## config.mk

```make
export PLATFORM = sky130hd
export DESIGN_NAME = cbpe_axis
export DESIGN_NICKNAME = d
export VERILOG_FILES = /design/src/hdl/cbpe_pkg.sv /design/src/hdl/cbpe_axis.sv
export SDC_FILE = /design/constraint.sdc
export NUM_CORES = 2
export LEC_CHECK = 0
export BUFFER_PORTS_ARGS = -buffer_cell sky130_fd_sc_hd__buf_2
export CAP_MARGIN = 40
export CORE_MARGIN = 2
export CORE_UTILIZATION = 60
export CTS_CLUSTER_DIAMETER = 200
export DETAILED_ROUTE_END_ITERATION = 6
export HOLD_SLACK_MARGIN = 0.1
export PLACE_DENSITY = 0.77
export SYNTH_ARGS = -nofsm -noshare
export SYNTH_HDL_FRONTEND = slang
export SYNTH_SLANG_ARGS = --single-unit
```

## constraint.sdc

```tcl
create_clock -name clock -period 6.45 [get_ports clock]
set_clock_uncertainty 0.15 [all_clocks]
set_input_delay 0.3225 -clock clock [delete_from_list [all_inputs] [get_ports clock]]
set_output_delay 0.3225 -clock clock [all_outputs]
set_load 0.03 [all_outputs]
```

## src/hdl/cbpe_pkg.sv

```systemverilog
`default_nettype none
// Package for the cubic Bezier point evaluator.
// Holds coordinate and field widths, register indexes and register reset values.
// Depends on nothing; every other file of the block imports it.
package cbpe_pkg;

   localparam int STEPS_DEFAULT = 20;
   localparam int COORD_W       = 12;
   localparam int STEP_W        = 5;
   localparam int CSR_IDX_W     = 3;
   localparam int NUM_REGS      = 8;

   typedef logic [COORD_W-1:0]   coord_type;
   typedef logic [STEP_W-1:0]    step_type;
   typedef logic [CSR_IDX_W-1:0] csr_idx_type;

   localparam csr_idx_type REG_P0_X = 3'd0;
   localparam csr_idx_type REG_P0_Y = 3'd1;
   localparam csr_idx_type REG_P1_X = 3'd2;
   localparam csr_idx_type REG_P1_Y = 3'd3;
   localparam csr_idx_type REG_P2_X = 3'd4;
   localparam csr_idx_type REG_P2_Y = 3'd5;
   localparam csr_idx_type REG_P3_X = 3'd6;
   localparam csr_idx_type REG_P3_Y = 3'd7;

   localparam coord_type REG_RESET [NUM_REGS] = '{
      12'd100, 12'd100, 12'd200, 12'd300, 12'd400, 12'd300, 12'd300, 12'd100
   };

endpackage
`default_nettype wire

```

## src/hdl/cbpe_axis.sv

```systemverilog
`default_nettype none
// One coordinate of the evaluator: weighted sum of four control coordinates and the
// division by STEPS cubed through a reciprocal multiply with one correction step.
// Depends on cbpe_pkg; five register stages, all advanced by one enable.
module cbpe_axis
   import cbpe_pkg::*;
#(
   parameter int STEPS = STEPS_DEFAULT,
   localparam int DEN = STEPS * STEPS * STEPS,
   localparam int WW  = $clog2(DEN + 1)
) (
   input  wire logic                  clock,
   input  wire logic                  en,
   input  wire logic [3:0][WW-1:0]    weight,
   input  wire logic [3:0][COORD_W-1:0] coord,
   output logic [COORD_W-1:0]         point
);

   localparam int NW = WW + COORD_W;
   localparam int RW = COORD_W + 2;
   localparam longint unsigned RECIP_L = (64'd1 << NW) / 64'(DEN);
   localparam logic [RW-1:0] RECIP = RW'(RECIP_L);
   localparam logic [NW-1:0] DEN_N = NW'(DEN);

   logic [3:0][NW-1:0]    prod_ff, prod_in;
   logic [NW-1:0]         sum_ff, sum_in;
   logic [NW+1:0]         sum_full;
   logic [NW-1:0]         num5_ff;
   logic [NW+RW-1:0]      rp_ff, rp_in;
   logic [NW-1:0]         num6_ff;
   logic [COORD_W-1:0]    q06_ff, q06_in;
   logic [NW-1:0]         qd6_ff, qd6_in;
   logic [NW-1:0]         rem;
   logic [COORD_W:0]      q_full;
   logic [COORD_W-1:0]    point_ff, point_in;

   always_comb begin
      for (int k = 0; k < 4; k++) begin
         prod_in[k] = NW'(weight[k]) * NW'(coord[k]);
      end
      sum_full = (NW+2)'(prod_ff[0]) + (NW+2)'(prod_ff[1])
               + (NW+2)'(prod_ff[2]) + (NW+2)'(prod_ff[3]);
      sum_in = sum_full[NW-1:0];
      rp_in = (NW+RW)'(sum_ff) * (NW+RW)'(RECIP);
      q06_in = rp_ff[NW +: COORD_W];
      qd6_in = NW'(q06_in) * DEN_N;
      rem = num6_ff - qd6_ff;
      q_full = (COORD_W+1)'(q06_ff) + (COORD_W+1)'(rem >= DEN_N);
      point_in = q_full[COORD_W] ? {COORD_W{1'b1}} : q_full[COORD_W-1:0];
   end

   always_ff @(posedge clock) begin
      if (en) begin
         prod_ff  <= prod_in;
         sum_ff   <= sum_in;
         num5_ff  <= sum_ff;
         rp_ff    <= rp_in;
         num6_ff  <= num5_ff;
         q06_ff   <= q06_in;
         qd6_ff   <= qd6_in;
         point_ff <= point_in;
      end
   end

   assign point = point_ff;

endmodule
`default_nettype wire

```

After elaboration in Yosys (flattened, before gate mapping)

Cells that the tools add are included.

Register bits: 254

Add/subtract/negate cells: 5
Multiply operators: 6
Magnitude comparators: 1

Operators with widths:

| kind                                                                                   | count |
|---|---|
| 13-bit by 12-bit multiplier with 25-bit output                                         | 4 |
| 25-bit adder                                                                           | 3 |
| 25-bit by 12-bit multiplier with 36-bit output (second input constant)                 | 1 |
| 25-bit by 13-bit greater-or-equal comparator with 1-bit output (second input constant) | 1 |
| 25-bit subtractor                                                                      | 1 |
| 12-bit by 7-bit multiplier with 19-bit output (second input constant)                  | 1 |
| 12-bit by 1-bit adder with 13-bit output                                               | 1 |

Depth between registers and ports, before layout

Word-level depth: 3
Mapped depth: 22
Depth with buffers taken out: 21

Least setup slack after synthesis

No wires, ideal clock.

Path type: input to register
From: input coord[27] in the netlist's numbering
To: register prod_ff[73] in the netlist's numbering, data pin
Arrival time: 5,089 ps
Path slack: 954 ps
Stages: 19
Buffers on the path: 1
Cell sequence: clkbuf_1 nand2_1 fa_1 fa_1 fa_1 inv_1 fa_1 inv_1 fa_1 inv_1 ha_1 and3_1 a32o_1 o41ai_4 a2111oi_2 o31ai_4 o21bai_1 a21oi_2 xnor2_1

RTL lines:

| what                 | line            | source |
|---|---|---|
| start, declared      | cbpe_axis.sv:15 | `input wire logic [3:0][COORD_W-1:0] coord,` |
| end signal, assigned | cbpe_axis.sv:54 | `prod_ff <= prod_in;` |
| end, declared        | cbpe_axis.sv:25 | `logic [3:0][NW-1:0] prod_ff, prod_in;` |

Worst setup path after layout

From: register sum_ff[8]
To: register rp_ff[34], data pin

Cells in the longest elaborated chain, start to end: 1

RTL lines:

| what                                           | line            | source |
|---|---|---|
| start, declared                                | cbpe_axis.sv:26 | `logic [NW-1:0] sum_ff, sum_in;` |
| start signal, assigned                         | cbpe_axis.sv:55 | `sum_ff <= sum_in;` |
| 25-bit by 12-bit multiplier with 36-bit output | cbpe_axis.sv:44 | `rp_in = (NW+RW)'(sum_ff) * (NW+RW)'(RECIP);` |
| named net rp_in[34]                            | cbpe_axis.sv:29 | `logic [NW+RW-1:0] rp_ff, rp_in;` |
| end signal, assigned                           | cbpe_axis.sv:57 | `rp_ff <= rp_in;` |
| end, declared                                  | cbpe_axis.sv:29 |  |

The timed path passes the listed nets, and every way through them passes these cells.
A chain may end at the register's enable or synchronous reset.

==> out/results.ini <==
[setup_path]
crit_family = adder cells
cpMostUsedCell = ha_1
worstPathArrival_ps = 5470
worst-path-buf-inv = 2
r2r_start = sum_ff[8]
crit_chain = ha_1 > ha_1 > ha_1 > inv_1 > fa_1 > fa_1 > inv_1 > ha_1 > a2111oi_0 > nand2_1 > o21ai_0 > o211ai_1 > a31oi_1 > o21bai_1 > a211oi_1 > nor2_1
startpoint = sum_ff[8]
slowest_stage = edfxtp_1
startpoint_type = flip-flop
crit_required_ps = 6580
path_class = reg -> reg
slowest_delay_ps = 530
worstSetupEndpointType = flip-flop
critPathMaxFanout = 5

[yosys]
synth_async_sr_flop_share_pct = 0
synth_common_cells = inv_1, fa_1, ha_1
synth_nets = 4687
ys_warn_count = 0
yosysMostFrequentCell = inv_1
synthTopCellsByArea = fa_1, edfxtp_1, ha_1
synth_top_area_share_pct = 32.3
syn_area_per_cell_um2 = 9.83
synth_area_um2 = 34900
synth_edf_count = 216
yosys_register_bits = 216
synth-main-ff-cell = edfxtp_1
synthCells = 3554
netlist-cell-type-count = 71
yosysSeqAreaShare_pct = 18.6
yosys.area.top_type = fa_1

[die]
die_y_um = 245
coreArea_um2 = 57600
rows = 88
die_w_um = 245
start_util_pct = 60.7
dieArea_um2 = 60200
io_pins = 114

[clocking]
post_cts_buffers = 0
clk_pin_slew_ps = 60
cts_resized = 0
clk-insertion-delay-late_ps = 540
ctsHoldBuffers = 0
cts_tree = yes
htreeDepth = 1
clock-sinks = 216
cts-root-buf = clkbuf_16
numCtsBuffers = 25
clock_path_buffers = 3

[job]
max_cap_viol_count = 0

[detailed_routing]
drt_iter0_markers = 1280
drc_errors = 0
vias_per_cell = 5.49
drt_pass1_iterations = 7
wl_per_cell_um = 16.3
ant_nets = 0
wirelength_um = 71200
num_vias = 24000

[min_path]
hold_class = in -> reg
min_from = weight[13]

[final_layout]
fin_nets = 4723
synthToLayoutAreaGrowth_pct = 5.55
drive_above_1_share_pct = 4.74

[timing]
tns_ps = 0
finalCritPeriodShare_pct = 82.7
slew_headroom_pct = 45.0
finalSetupViolations = 0
max_freq_ghz = 0.187
final_max_slew_viol_count = 0
min_period_ps = 5340
worstMarginPinSlew_ps = 825
finalHoldViolCount = 0
grt_setup_unrepaired = no

[placement]
port_buffers = 113
place.gp.congestion = 0.870
dpl.hpwl_um = 58400

[global_route]
grt_pass1_wl_um = 122000
grt_use_total_pct = 25.2
antenna_found_initial = 1
overflow = 0
grt_start_max_net_pins = 101
grt_pass1_vias = 25300

[run_status]
status = finished, final reports clean

cell families (layout without fill, tap and decap cells):
group           after synthesis  in the layout  share of synthesized area, %
compound gates              298            298                          5.81
flops                       216            216                          18.6
fa+ha+maj                  1031           1031                          49.1
other cells                   0              1                             0
simple gates               1005           1005                          13.9
mux                           6              6                         0.172
buf+inv                     872            926                          9.37
xor+xnor                    126            126                          3.16
placed cells by master, fill, tap and decap left out, types with 86 or more instances in the layout:
cell	netlist	final
fa_1	564	564
a21oi_1	86	86
buf_2	0	112
ha_1	467	467
and2_1	240	240
edfxtp_1	216	216
nor2_1	91	91
xnor2_1	96	96
nand2_1	453	453
inv_1	766	766
sequential cells by signal (all words and copies together), names as in the netlist:
signal   cells
num5_ff     19
num6_ff     19
rp_ff       12
prod_ff    100
q06_ff      12
qd6_ff      17
sum_ff      25
point       12
final cells by class:
type                    count  area, µm²
fillers                  4590      20700
diodes                      1       2.50
well taps                 765        957
inverters                 766       2880
multi-input cells        2466      25200
clock inverters            15        141
repair buffers            115        589
clock buffers              30        644
flip-flops and latches    216       6490
worst register-to-register path, cell delays in order (launching register included):
cell,delay [ps]
edfxtp_1,530
ha_1,360
ha_1,290
ha_1,280
inv_1,80
fa_1,430
fa_1,490
inv_1,40
ha_1,300
a2111oi_0,420
nand2_1,100
o21ai_0,430
o211ai_1,280
a31oi_1,410
o21bai_1,160
a211oi_1,270
nor2_1,60
final timing paths:
check / endpoint / slack, ps / cells after the start
min: prod_ff[25] / 130 / 2
max reg2reg: rp_ff[34] / 1110 / 16
max: rp_ff[34] / 1110 / 16
min reg2reg: num6_ff[21] / 260 / 0
metal layers:
layer | GRT usage (%) | routed length (µm) | up-vias
met5 | 0 | 0 | -
met4 | 9.33 | 2930 | 0
met3 | 2.29 | 3230 | 158
met2 | 43.2 | 35300 | 627
met1 | 33.4 | 29700 | 12000
li1 | - | - | 11300
stage by stage:
step                hold slack, ps  cells  setup WS [ps]  utilization [%]  instance area [µm²]
floorplan                      250   3554            954                -                34900
global placement               251   4328            752             62.6                36100
detailed placement             255   4328            698             62.6                36100
CTS                            120   4373           1110             64.0                36900
global route                   145   4373            779             64.0                36900
finish                         132   4374           1110             64.0                36900
Power is not shown: default switching activity piles up to over one toggle a cycle in this logic, so the estimate is an artifact.
